**src/rtl/core/vpl_pkg.sv**
```systemverilog
// Shared types and fixed constants for the filtered PI velocity loop.
package vpl_pkg;

   localparam int DATA_W     = 16;            // item fields and config registers
   localparam int ERR_W      = DATA_W + 1;    // measured minus target
   localparam int FILT_W     = 26;            // filtered error state
   localparam int COEF_OLD   = 205;           // 0.8 in Q8
   localparam int COEF_NEW   = 51;            // 0.2 in Q8
   localparam int COEF_SHIFT = 8;
   localparam int GAIN_FRAC  = 8;             // Q8.8 gains
   localparam int MUL_W      = 16;            // serial multiplier operand width
   localparam int CNT_W      = $clog2(MUL_W);
   localparam int CSR_DATA_W = 32;
   localparam int CSR_ADDR_W = 4;

   // register index; byte address is index * 4
   typedef enum logic [1:0] {
      IDX_PROP_GAIN,
      IDX_INTEG_GAIN,
      IDX_TARGET_VEL,
      IDX_SPARE
   } csr_index_type;

   typedef struct packed {
      logic signed [DATA_W-1:0] prop_gain;
      logic signed [DATA_W-1:0] integ_gain;
      logic signed [DATA_W-1:0] target_velocity;
   } cfg_type;

   typedef struct packed {
      logic load;    // take new operands, start a 16-step pass
      logic clear;   // zero the accumulator on load
   } mac_ctrl_type;

endpackage

```
**src/rtl/core/vpl_csr.sv**
```systemverilog
// APB-style register file for gains and target velocity.
module vpl_csr (
   input  logic                              clock,
   input  logic                              reset,
   input  logic                              csr_psel,
   input  logic                              csr_penable,
   input  logic                              csr_pwrite,
   input  logic [vpl_pkg::CSR_ADDR_W-1:0]    csr_paddr,
   input  logic [vpl_pkg::CSR_DATA_W-1:0]    csr_pwdata,
   output logic [vpl_pkg::CSR_DATA_W-1:0]    csr_prdata,
   output logic                              csr_pready,
   output vpl_pkg::cfg_type                  cfg
);
   import vpl_pkg::*;

   cfg_type       cfg_ff, cfg_in;
   csr_index_type reg_idx;
   logic          wr_en;

   assign reg_idx    = csr_index_type'(csr_paddr[CSR_ADDR_W-1:2]);
   assign wr_en      = csr_psel && csr_penable && csr_pwrite;
   assign csr_pready = 1'b1;
   assign cfg        = cfg_ff;

   always_comb begin
      cfg_in = cfg_ff;
      if (wr_en) begin
         unique case (reg_idx)
            IDX_PROP_GAIN:  cfg_in.prop_gain       = csr_pwdata[DATA_W-1:0];
            IDX_INTEG_GAIN: cfg_in.integ_gain      = csr_pwdata[DATA_W-1:0];
            IDX_TARGET_VEL: cfg_in.target_velocity = csr_pwdata[DATA_W-1:0];
            default:        cfg_in = cfg_ff;   // unmapped: ignored
         endcase
      end
   end

   always_comb begin
      unique case (reg_idx)
         IDX_PROP_GAIN:  csr_prdata = CSR_DATA_W'(cfg_ff.prop_gain);
         IDX_INTEG_GAIN: csr_prdata = CSR_DATA_W'(cfg_ff.integ_gain);
         IDX_TARGET_VEL: csr_prdata = CSR_DATA_W'(cfg_ff.target_velocity);
         default:        csr_prdata = '0;
      endcase
   end

   always_ff @(posedge clock) begin
      if (reset) begin
         cfg_ff <= '0;
      end else begin
         cfg_ff <= cfg_in;
      end
   end

endmodule

```
**src/rtl/core/vpl_serial_mac.sv**
```systemverilog
// Bit-serial shift-add multiply-accumulate, one multiplier bit per cycle.
module vpl_serial_mac #(
   parameter int ACC_W = 50
) (
   input  logic                                clock,
   input  logic                                reset,
   input  vpl_pkg::mac_ctrl_type               ctrl,
   input  logic signed [ACC_W-1:0]             mcand,
   input  logic signed [vpl_pkg::MUL_W-1:0]    mplier,
   output logic signed [ACC_W-1:0]             acc,
   output logic                                done
);
   import vpl_pkg::*;

   logic signed [ACC_W-1:0] acc_ff, acc_in;
   logic signed [ACC_W-1:0] mcand_ff, mcand_in;
   logic        [MUL_W-1:0] mplier_ff, mplier_in;
   logic        [CNT_W-1:0] cnt_ff, cnt_in;
   logic                    busy_ff, busy_in;
   logic                    last;
   logic signed [ACC_W-1:0] addend;

   assign last = (cnt_ff == CNT_W'(MUL_W - 1));

   // Multiplier is two's complement: its top bit weighs negative.
   always_comb begin
      if (!mplier_ff[0]) begin
         addend = '0;
      end else if (last) begin
         addend = -mcand_ff;
      end else begin
         addend = mcand_ff;
      end
   end

   always_comb begin
      acc_in    = acc_ff;
      mcand_in  = mcand_ff;
      mplier_in = mplier_ff;
      cnt_in    = cnt_ff;
      busy_in   = busy_ff;
      if (ctrl.load) begin
         acc_in    = ctrl.clear ? '0 : acc_ff;
         mcand_in  = mcand;
         mplier_in = mplier;
         cnt_in    = '0;
         busy_in   = 1'b1;
      end else if (busy_ff) begin
         acc_in    = acc_ff + addend;
         mcand_in  = mcand_ff <<< 1;
         mplier_in = mplier_ff >> 1;
         cnt_in    = cnt_ff + CNT_W'(1);
         busy_in   = !last;
      end
   end

   always_ff @(posedge clock) begin
      if (reset) begin
         busy_ff <= 1'b0;
      end else begin
         busy_ff <= busy_in;
      end
      acc_ff    <= acc_in;
      mcand_ff  <= mcand_in;
      mplier_ff <= mplier_in;
      cnt_ff    <= cnt_in;
   end

   assign acc  = acc_ff;
   assign done = busy_ff && last;

   a_no_load_when_busy: assert property (@(posedge clock) disable iff (reset)
      ctrl.load |-> !busy_ff)
      else $error("serial mac reloaded mid-pass");

endmodule

```
**src/rtl/core/velocity_pi_loop_filtered.sv**
```systemverilog
// Top level: filtered PI velocity loop with clamped integral, bit-serial datapath.
//
//   channel | direction | handshake            | payload
//   --------+-----------+----------------------+-----------------------------------------
//   req     | in        | req_valid/req_stall  | req_measured_velocity, req_command_shift
//   rsp     | out       | rsp_valid/rsp_stall  | rsp_drive_value
//   csr     | in/out    | psel/penable/pready  | paddr, pwdata, prdata (APB-style)
//
// One item at a time: a new item is taken only once the last result is registered.
// Each item takes four 16-step passes of the single shift-add MAC, each begun by a
// load state, plus filter store, integral update and output stages. Synchronous
// active-high reset clears the state machine, filter and integral state, the valid
// flag and config registers, but not the data registers. A stalled result holds in
// the output register; the block idles in its output stage until the slot frees.
module velocity_pi_loop_filtered #(
   parameter int FRAC_BITS      = 8,
   parameter int INTEGRAL_LIMIT = 10000
) (
   input  logic                                 clock,
   input  logic                                 reset,
   // item in
   input  logic                                 req_valid,
   output logic                                 req_stall,
   input  logic signed [vpl_pkg::DATA_W-1:0]    req_measured_velocity,
   input  logic signed [vpl_pkg::DATA_W-1:0]    req_command_shift,
   // item out
   output logic                                 rsp_valid,
   input  logic                                 rsp_stall,
   output logic signed [vpl_pkg::DATA_W-1:0]    rsp_drive_value,
   // register port
   input  logic                                 csr_psel,
   input  logic                                 csr_penable,
   input  logic                                 csr_pwrite,
   input  logic [vpl_pkg::CSR_ADDR_W-1:0]       csr_paddr,
   input  logic [vpl_pkg::CSR_DATA_W-1:0]       csr_pwdata,
   output logic [vpl_pkg::CSR_DATA_W-1:0]       csr_prdata,
   output logic                                 csr_pready
);
   import vpl_pkg::*;

   // Integral limit in Q(FRAC_BITS) and the widths that follow from it.
   localparam longint LIMIT_Q = longint'(INTEGRAL_LIMIT) << FRAC_BITS;
   localparam int INTEG_W = $clog2(LIMIT_Q + 1) + 1;
   localparam int SHIFT_W = DATA_W + FRAC_BITS;
   localparam int SUM_A   = (INTEG_W > FILT_W) ? INTEG_W : FILT_W;
   localparam int SUM_W   = ((SUM_A > SHIFT_W) ? SUM_A : SHIFT_W) + 2;

   // Accumulator: widest product, with the multiplicand shifted up to MUL_W-1.
   localparam int PROD_A = (FILT_W > INTEG_W) ? FILT_W : INTEG_W;
   localparam int PROD_B = ERR_W + FRAC_BITS;
   localparam int ACC_W  = ((PROD_A > PROD_B) ? PROD_A : PROD_B) + MUL_W + 2;

   localparam int OUT_SHIFT = GAIN_FRAC + FRAC_BITS;

   localparam logic signed [SUM_W-1:0] LIM_POS = SUM_W'(LIMIT_Q);
   localparam logic signed [SUM_W-1:0] LIM_NEG = -LIM_POS;

   localparam logic signed [ACC_W-1:0] F_MAX =
      {{(ACC_W-FILT_W+1){1'b0}}, {(FILT_W-1){1'b1}}};
   localparam logic signed [ACC_W-1:0] F_MIN =
      {{(ACC_W-FILT_W+1){1'b1}}, {(FILT_W-1){1'b0}}};
   localparam logic signed [ACC_W-1:0] RND_BIAS =
      ACC_W'((longint'(1) << OUT_SHIFT) - 1);
   localparam logic signed [ACC_W-1:0] D_MAX = ACC_W'(2**(DATA_W-1) - 1);
   localparam logic signed [ACC_W-1:0] D_MIN = ACC_W'(-(2**(DATA_W-1)));

   typedef enum logic [3:0] {
      S_IDLE,
      S_F_OLD, S_F_OLD_W,     // acc  = 205 * filtered
      S_F_NEW, S_F_NEW_W,     // acc += 51 * (err << FRAC_BITS)
      S_F_STORE,              // floor >> 8, saturate to 26 bits
      S_INTEG,                // integral update and clamp
      S_P_MUL, S_P_MUL_W,     // acc  = Kp * filtered
      S_I_MUL, S_I_MUL_W,     // acc += Ki * integral
      S_OUTPUT                // truncate toward zero, saturate, register
   } state_type;

   state_type                 state_ff, state_in;
   logic signed [ERR_W-1:0]   err_ff, err_in;
   logic signed [DATA_W-1:0]  shift_ff, shift_in;
   logic signed [FILT_W-1:0]  filt_ff, filt_in;
   logic signed [INTEG_W-1:0] integ_ff, integ_in;
   logic                      rsp_valid_ff, rsp_valid_in;
   logic signed [DATA_W-1:0]  rsp_drive_ff, rsp_drive_in;

   cfg_type                   cfg;
   mac_ctrl_type              mac_ctrl;
   logic signed [ACC_W-1:0]   mac_mcand;
   logic signed [MUL_W-1:0]   mac_mplier;
   logic signed [ACC_W-1:0]   mac_acc;
   logic                      mac_done;

   logic signed [ACC_W-1:0]   filt_shr;
   logic signed [FILT_W-1:0]  filt_sat;
   logic signed [SUM_W-1:0]   integ_sum;
   logic signed [INTEG_W-1:0] integ_sat;
   logic signed [ACC_W-1:0]   out_bias;
   logic signed [ACC_W-1:0]   out_biased;
   logic signed [ACC_W-1:0]   out_quot;
   logic signed [DATA_W-1:0]  out_sat;
   logic                      out_free;

   vpl_csr u_csr (
      .clock       (clock),
      .reset       (reset),
      .csr_psel    (csr_psel),
      .csr_penable (csr_penable),
      .csr_pwrite  (csr_pwrite),
      .csr_paddr   (csr_paddr),
      .csr_pwdata  (csr_pwdata),
      .csr_prdata  (csr_prdata),
      .csr_pready  (csr_pready),
      .cfg         (cfg)
   );

   vpl_serial_mac #(
      .ACC_W (ACC_W)
   ) u_mac (
      .clock  (clock),
      .reset  (reset),
      .ctrl   (mac_ctrl),
      .mcand  (mac_mcand),
      .mplier (mac_mplier),
      .acc    (mac_acc),
      .done   (mac_done)
   );

   // MAC operand select; a load state starts one 16-step pass.
   always_comb begin
      mac_ctrl   = '0;
      mac_mcand  = ACC_W'(filt_ff);
      mac_mplier = MUL_W'(COEF_OLD);
      unique case (state_ff)
         S_F_OLD: begin
            mac_ctrl.load  = 1'b1;
            mac_ctrl.clear = 1'b1;
         end
         S_F_NEW: begin
            mac_ctrl.load = 1'b1;
            mac_mcand     = ACC_W'(err_ff) <<< FRAC_BITS;
            mac_mplier    = MUL_W'(COEF_NEW);
         end
         S_P_MUL: begin
            mac_ctrl.load  = 1'b1;
            mac_ctrl.clear = 1'b1;
            mac_mplier     = cfg.prop_gain;
         end
         S_I_MUL: begin
            mac_ctrl.load = 1'b1;
            mac_mcand     = ACC_W'(integ_ff);
            mac_mplier    = cfg.integ_gain;
         end
         default: begin
            mac_ctrl = '0;
         end
      endcase
   end

   // Filter: arithmetic shift is the floor division by 256.
   always_comb begin
      filt_shr = mac_acc >>> COEF_SHIFT;
      if (filt_shr > F_MAX) begin
         filt_sat = F_MAX[FILT_W-1:0];
      end else if (filt_shr < F_MIN) begin
         filt_sat = F_MIN[FILT_W-1:0];
      end else begin
         filt_sat = filt_shr[FILT_W-1:0];
      end
   end

   // Integral: full precision, then clamp to +-limit.
   always_comb begin
      integ_sum = SUM_W'(integ_ff) + SUM_W'(filt_ff) - (SUM_W'(shift_ff) <<< FRAC_BITS);
      if (integ_sum > LIM_POS) begin
         integ_sat = LIM_POS[INTEG_W-1:0];
      end else if (integ_sum < LIM_NEG) begin
         integ_sat = LIM_NEG[INTEG_W-1:0];
      end else begin
         integ_sat = integ_sum[INTEG_W-1:0];
      end
   end

   // Output: bias negatives so the arithmetic shift truncates toward zero.
   always_comb begin
      out_bias   = mac_acc[ACC_W-1] ? RND_BIAS : ACC_W'(0);
      out_biased = mac_acc + out_bias;
      out_quot   = out_biased >>> OUT_SHIFT;
      if (out_quot > D_MAX) begin
         out_sat = D_MAX[DATA_W-1:0];
      end else if (out_quot < D_MIN) begin
         out_sat = D_MIN[DATA_W-1:0];
      end else begin
         out_sat = out_quot[DATA_W-1:0];
      end
   end

   assign out_free = !rsp_valid_ff || !rsp_stall;

   always_comb begin
      state_in     = state_ff;
      err_in       = err_ff;
      shift_in     = shift_ff;
      filt_in      = filt_ff;
      integ_in     = integ_ff;
      rsp_valid_in = rsp_valid_ff && rsp_stall;
      rsp_drive_in = rsp_drive_ff;
      unique case (state_ff)
         S_IDLE: begin
            if (req_valid) begin
               err_in   = ERR_W'(req_measured_velocity) - ERR_W'(cfg.target_velocity);
               shift_in = req_command_shift;
               state_in = S_F_OLD;
            end
         end
         S_F_OLD:   state_in = S_F_OLD_W;
         S_F_OLD_W: if (mac_done) state_in = S_F_NEW;
         S_F_NEW:   state_in = S_F_NEW_W;
         S_F_NEW_W: if (mac_done) state_in = S_F_STORE;
         S_F_STORE: begin
            filt_in  = filt_sat;
            state_in = S_INTEG;
         end
         S_INTEG: begin
            integ_in = integ_sat;
            state_in = S_P_MUL;
         end
         S_P_MUL:   state_in = S_P_MUL_W;
         S_P_MUL_W: if (mac_done) state_in = S_I_MUL;
         S_I_MUL:   state_in = S_I_MUL_W;
         S_I_MUL_W: if (mac_done) state_in = S_OUTPUT;
         S_OUTPUT: begin
            if (out_free) begin
               rsp_valid_in = 1'b1;
               rsp_drive_in = out_sat;
               state_in     = S_IDLE;
            end
         end
         default:   state_in = S_IDLE;
      endcase
   end

   always_ff @(posedge clock) begin
      if (reset) begin
         state_ff     <= S_IDLE;
         filt_ff      <= '0;
         integ_ff     <= '0;
         rsp_valid_ff <= 1'b0;
      end else begin
         state_ff     <= state_in;
         filt_ff      <= filt_in;
         integ_ff     <= integ_in;
         rsp_valid_ff <= rsp_valid_in;
      end
      err_ff       <= err_in;
      shift_ff     <= shift_in;
      rsp_drive_ff <= rsp_drive_in;
   end

   assign req_stall       = (state_ff != S_IDLE);
   assign rsp_valid       = rsp_valid_ff;
   assign rsp_drive_value = rsp_drive_ff;

   a_busy_after_accept: assert property (@(posedge clock) disable iff (reset)
      (req_valid && !req_stall) |=> req_stall)
      else $error("second item taken while one is in flight");

   a_integ_in_limit: assert property (@(posedge clock) disable iff (reset)
      (SUM_W'(integ_ff) <= LIM_POS) && (SUM_W'(integ_ff) >= LIM_NEG))
      else $error("integral outside clamp range");

   a_rsp_from_output: assert property (@(posedge clock) disable iff (reset)
      $rose(rsp_valid_ff) |-> $past(state_ff == S_OUTPUT))
      else $error("result raised outside output stage");

   a_hold_when_full: assert property (@(posedge clock) disable iff (reset)
      (state_ff == S_OUTPUT && rsp_valid_ff && rsp_stall) |=> (state_ff == S_OUTPUT))
      else $error("result overwritten while stalled");

endmodule
```
**config.mk**
```make
export PLATFORM = sky130hd
export DESIGN_NAME = velocity_pi_loop_filtered
export DESIGN_NICKNAME = d
export VERILOG_FILES = /design/src/rtl/core/vpl_pkg.sv /design/src/rtl/core/vpl_csr.sv /design/src/rtl/core/vpl_serial_mac.sv /design/src/rtl/core/velocity_pi_loop_filtered.sv
export SDC_FILE = /design/constraint.sdc
export NUM_CORES = 1
export LEC_CHECK = 0
export CORE_ASPECT_RATIO = 2
export CORE_MARGIN = 2
export CORE_UTILIZATION = 51
export CTS_BUF_LIST = sky130_fd_sc_hd__clkbuf_16
export DETAILED_ROUTE_END_ITERATION = 6
export DONT_BUFFER_PORTS = 1
export HOLD_SLACK_MARGIN = 0.15
export PLACE_DENSITY_LB_ADDON = 0.08
export SYNTH_ARGS = -nofsm -noshare
export SYNTH_HDL_FRONTEND = slang
export SYNTH_HIERARCHICAL = 1
export SYNTH_SLANG_ARGS = --single-unit
```
**constraint.sdc**
```tcl
create_clock -name clock -period 4.1 [get_ports clock]
set_input_delay 0.205 -clock clock [delete_from_list [all_inputs] [get_ports clock]]
set_output_delay 0.205 -clock clock [all_outputs]
set_load 0.02 [all_outputs]
```
Word-level counts from Yosys, hierarchy flattened
Index checks and enable logic that the tools add are counted.
{ "totals": {"register_bits": 260, "in_bits": 75} }
{ "classes": {"mux": 31, "n_addsub": 7, "magnitude_cmp": 6, "eq_ne": 21, "reduce_logical": 21} }
{ "ops": {"columns": ["cell", "count"], "rows": [
  ["44-bit 2-to-1 mux", 7],
  ["32-bit case mux with 3 select lines", 1],
  ["44-bit case mux with 2 select lines", 1],
  ["16-bit 2-to-1 mux", 4],
  ["26-bit 2-to-1 mux", 2],
  ["16-bit case mux with 3 select lines", 1],
  ["4-bit case mux with 12 select lines", 1],
  ["23-bit 2-to-1 mux", 2],
  ["44-bit by 17-bit adder with 44-bit output", 1],
  ["44-bit adder", 1],
  ["44-bit negation", 1],
  ["36-bit by 26-bit > comparator with 1-bit output, second input constant", 1],
  ["36-bit by 26-bit < comparator with 1-bit output, second input constant", 1],
  ["28-bit by 16-bit > comparator with 1-bit output, second input constant", 1],
  ["28-bit by 23-bit > comparator with 1-bit output, second input constant", 1],
  ["28-bit by 16-bit < comparator with 1-bit output, second input constant", 1],
  ["28-bit by 23-bit < comparator with 1-bit output, second input constant", 1],
  ["27-bit by 24-bit subtractor with 28-bit output", 1],
  ["23-bit by 26-bit adder with 27-bit output", 1],
  ["4-bit 2-to-1 mux", 6],
  ["4-bit == test, second input constant", 5],
  ["16-bit by 16-bit subtractor with 17-bit output", 1],
  ["4-bit by 3-bit == test with 1-bit output, second input constant", 4],
  ["2-bit inequality test, second input constant", 6],
  ["other kinds (18)", 34]
]} }

Longest topological paths before layout
{ "logic_depth": {"depth_word": 6, "mapped_depth": 18} }

Hierarchy
The synthesis kept the hierarchy.
{ "modules_own_cells": {"columns": ["mod", "seq_area_each_um2", "area_per_inst_um2", "n_inst", "cells_each"], "rows": [
  ["velocity_pi_loop_filtered", 2552.4, 8249.2, 1, 1011],
  ["vpl_serial_mac", 3223.1, 8097.8, 1, 817],
  ["vpl_csr", 960.9, 2432.3, 1, 250]
]} }

Least setup slack after synthesis
No wires, ideal clock.
{ "synth_path": {"path_type": "reg-to-reg", "start": "register u_mac.mcand_ff[8]", "end": "register u_mac.acc_ff[42], in the netlist u_mac/acc[42], data pin", "setup_ps": 262, "slack_ps": -183, "arrival_ps": 4021, "path_stages_with_launch": 17, "n_path_buf": 0, "synth_period_minus_slack_ps": 4283, "cell_sequence": "edfxtp_1 > or4_1 > nor2_1 > nor4b_1 > nand3b_1 > nor3_2 > a21oi_1 > xor2_1 > and2_1 > ha_1 > and2_1 > a21boi_0 > nor3b_1 > o311ai_2 > a41oi_2 > o21ai_1 > mux2_1"} }
{ "synth_between": {"elab_chain_len": 6} }
{ "synth_rtl": {"columns": ["element", "line", "rtl"], "rows": [
  ["from (decl)", "vpl_serial_mac.sv:16", "logic signed [ACC_W-1:0] mcand_ff, mcand_in;"],
  ["from (signal assigned)", "vpl_serial_mac.sv:64", "mcand_ff <= mcand_in;"],
  ["44-bit negation", "vpl_serial_mac.sv:30", "addend = -mcand_ff;"],
  ["44-bit 2-to-1 mux *", "vpl_serial_mac.sv:29", "end else if (last) begin"],
  ["44-bit 2-to-1 mux *", "vpl_serial_mac.sv:27", "if (!mplier_ff[0]) begin"],
  ["44-bit adder *", "vpl_serial_mac.sv:49", "acc_in = acc_ff + addend;"],
  ["44-bit 2-to-1 mux *", "vpl_serial_mac.sv:48", "end else if (busy_ff) begin"],
  ["44-bit 2-to-1 mux *", "vpl_serial_mac.sv:42", "if (ctrl.load) begin"],
  ["to (signal assigned)", "vpl_serial_mac.sv:63", "acc_ff <= acc_in;"],
  ["to (decl)", "vpl_serial_mac.sv:15", "logic signed [ACC_W-1:0] acc_ff, acc_in;"]
]} }
Mark *: on every way between the ends. The rest lies on a longest branch, timed or not. The select of a mux whose other input is x is not followed.
A chain may end at the register's enable or synchronous reset.

Final worst setup path
{ "layout_path": {"start": "register u_mac.mcand_ff[7]", "end": "register u_mac.acc_ff[42], in the netlist u_mac/acc[42], data pin"} }
Same word-level chain as after synthesis.

==> reports/results.txt <==
Slew Limit Fails: 0
worst vdd ir: 0.582 mV
nets: 2,540
run status: finished, violations left
Min Hold Slack: 199 ps
area leader, netlist: edfxtp_1
power density over the cells: 617 nW/um^2
Clock Sinks: 260
Chip Width: 140 um
synth top area cells: edfxtp_1, dfxtp_1, ha_1
vias in the first global route: 16,204
layout cell share with drive strength beyond 1: 0.246
met3 global-route usage: 0.0276
Worst EP arrival: 4540 ps
worst hold start: csr_paddr[3]
clk root buf: clkbuf_16
cell mode on critical path: buf_6
syn nets: 2,283
Skew-Pair Late Insertion Delay: 560 ps
relative slew slack: 0.208
WL final: 53,900 um
I/O pin cnt: 126
drt via density: 5.73
kind of critical path: reg2reg
ys async rst share: 0
RR Endpoint: u_mac/acc[42]
CP top delay family: simple AND/OR/NAND/NOR gates
kind of end point of the critical path: flop
Leak: 9.84 nW
n_diodes: 0
top-area cell type share of the netlist area: 0.245
Yosys cell types: 99
Max Root-Sink Buffers: 3
GRT Max-Usage Layer: met2
cell area after layout: 23,600 sq um
post-synthesis register bit count: 260
Area Growth Syn to Fin: 25.7%
register area: 6750 sq um
Post-Syn Instances: 2,078
Die Y: 275 um
Tightest Pin Transition: 1180 ps
multi-input logic area: 12,000 sq um
initial core utilization: 0.516
drt first pass iters: 5
TritonCTS Buffers: 26
met2 Resource Use GR: 0.538
setup slack after layout: -127 ps
total power: 14.6 mW
reg2reg path depth: 17
CP cell instances: or4_4, nand4bb_4, buf_6, or2_4, buf_6, o31ai_4, xnor2_1, and2_1, ha_4, a21oi_4, o21bai_1, a21o_1, nor3b_4, o311ai_4, a41oi_2, o21ai_1, mux2_1
DR WL/cell: 19.2 um
Rows: 99
routability cong.: 0.915
final setup fails: 4
Hold Path End: u_csr/cfg[21]
CP required: 4410 ps
worst hold path type: in2reg
hold depth: 2
largest net degree at the start of global routing: 112
via count: 16,083
met1 Use GR: 0.275
die area: 38,500 sq um
Tcrit/Tclk final: 1.03
CORE AREA: 36,400 sq um
Fmax: 237 MHz
Post-synth EDFFs: 153
clk slew on worst S/H paths: 70 ps
CP bufs+invs: 2
DRC Markers: 0
# fillers: 3,026
RSZ-0062 raised after global routing: true
first-pass GRT wire length: 83,700 um
reg2reg start: u_mac/mcand_ff[7]
sequential share of the synthesized area: 0.359
Placement Cell Area: 20,800 sq um
fin util: 0.648
Iteration-0 DRC Markers: 681
Overall Global Routing Usage: 0.270
Synth Cell Area: 18,800 sq um
Layout Skew: 11.7 ps
I/O Buffers: 0
Antenna Nets Post-Route: 0
initial antenna violation count: 0
YS warnings: 6
CP Launch Type: flop
R2R Setup Slk: -130 ps
critical path's largest stage delay: 580 ps
H-tree depth: 1
crit-path max FO: 5
CTS tree: built
crit path time final: 4230 ps
Avg Cell Area, Syn: 9.04 sq um
slowest CP cell: or4_4
total grt overflow: 0
Final HPWL DP: 40,700 um
top-count cell post-synth: nand2_1
Commonest cells post-synth: nand2_1, nor2_1, edfxtp_1
Synth Flop Type: edfxtp_1
failing checks: setup timing
total of max-cap violations: 0
Final Hold Viols: 0
[worst max-delay path by stage]
stage,from,endpoint,cells after the start
6_report,u_mac/mcand_ff[7],u_mac/acc[42],17
5_1_grt,u_mac/mcand_ff[7],u_mac/acc[38],18
4_1_cts,u_mac/mcand_ff[2],u_mac/acc[42],16
3_5_place_dp,filt_ff[14],integ_ff[20],19
3_3_place_gp,filt_ff[14],integ_ff[20],19
2_1_floorplan,u_mac/mcand_ff[7],u_mac/acc[36],15
[cell families after synthesis]
family,after synthesis,synth area share
AOI/OAI and AO/OA,469,0.169
xor gates and xnor gates,118,0.0550
adders and majority gates,130,0.0946
buffers and inverters,269,0.0594
DFF,260,0.359
muxes,130,0.0732
other,1,0.000200
and+or+nand+nor,701,0.189
[through the flow]
stage	std cells	setup TNS, ps	setup WS (ps)
floorplan	2078	0	6.44
global placement	2651	-6680	-413
detailed placement	2651	-6900	-395
CTS	2786	-262	-98.5
global route	2809	-1740	-259
finish	2809	-268	-127
[report_power, final]
part           switching (mW)  internal [mW]  total [mW]  leakage [nW]
clock                    1.08           1.16        2.24         0.410
combinational            4.13           3.91        8.04          7.11
sequential              0.576           3.71        4.29          2.32
[registers in the layout, summed over array words and instances, names as in the netlist]
name             count
u_csr/cfg           48
integ_ff            23
shift_ff            16
u_mac/cnt_ff         4
u_mac/mplier_ff     16
u_mac/busy_ff        1
rsp_valid            1
rsp_drive_value     16
u_mac/mcand_ff      44
u_mac/acc           44
state_ff             4
filt_ff             26
err_ff              17
[worst register-to-register path: cells and delay by family (launching register included)]
kind | cells | cell delay (ps)
adder cells (fa/ha/maj) | 1 | 220
flip-flops | 1 | 380
buffers and inverters | 2 | 290
XOR/XNOR | 1 | 150
AND/OR/NAND/NOR | 5 | 1520
multiplexers | 1 | 320
AO/OA/AOI/OAI | 7 | 1100
[metal layers]
| metal | vias to the layer above | routed length (um) |
|---|---|---|
| met5 | - | 0 |
| met4 | 0 | 2850 |
| met3 | 136 | 1540 |
| met2 | 339 | 30000 |
| met1 | 7698 | 19500 |
| li1 | 7910 | - |
[cell type report]
class / count / share of cell area
clock inverters: 22 / 0.00498
flip-flops and latches: 260 / 0.286
inverters: 148 / 0.0235
multi-input cells: 1549 / 0.507
repair buffers: 350 / 0.126
clock buffers: 26 / 0.0276
well taps: 454 / 0.0241
[cell usage in the layout (no fill, tap or decap), drive strengths merged, types with 41 or more instances in the layout]
cell | netlist | final
dfxtp | 107 | 107
o21ai | 88 | 88
nand2b | 74 | 74
nor3 | 58 | 58
and2 | 50 | 50
nand2 | 187 | 187
dlygate4sd3 | 0 | 74
edfxtp | 153 | 153
mux2i | 71 | 71
a21oi | 135 | 135
nor2 | 161 | 161
buf | 33 | 275
xor2 | 50 | 50
xnor2 | 68 | 68
inv | 148 | 157
ha | 110 | 110
a21o | 41 | 41
mux2 | 59 | 59
[timing repair]
action,4_1_cts,5_1_grt
endpoints found under the hold margin,152,0
pin swaps,30,82
cloned,0,1
gates resized for setup,71,146
setup endpoints to repair,35,58
hold buffers,75,0
buffers inserted,12,25
No activity file was read; power rests on OpenSTA's default activity.
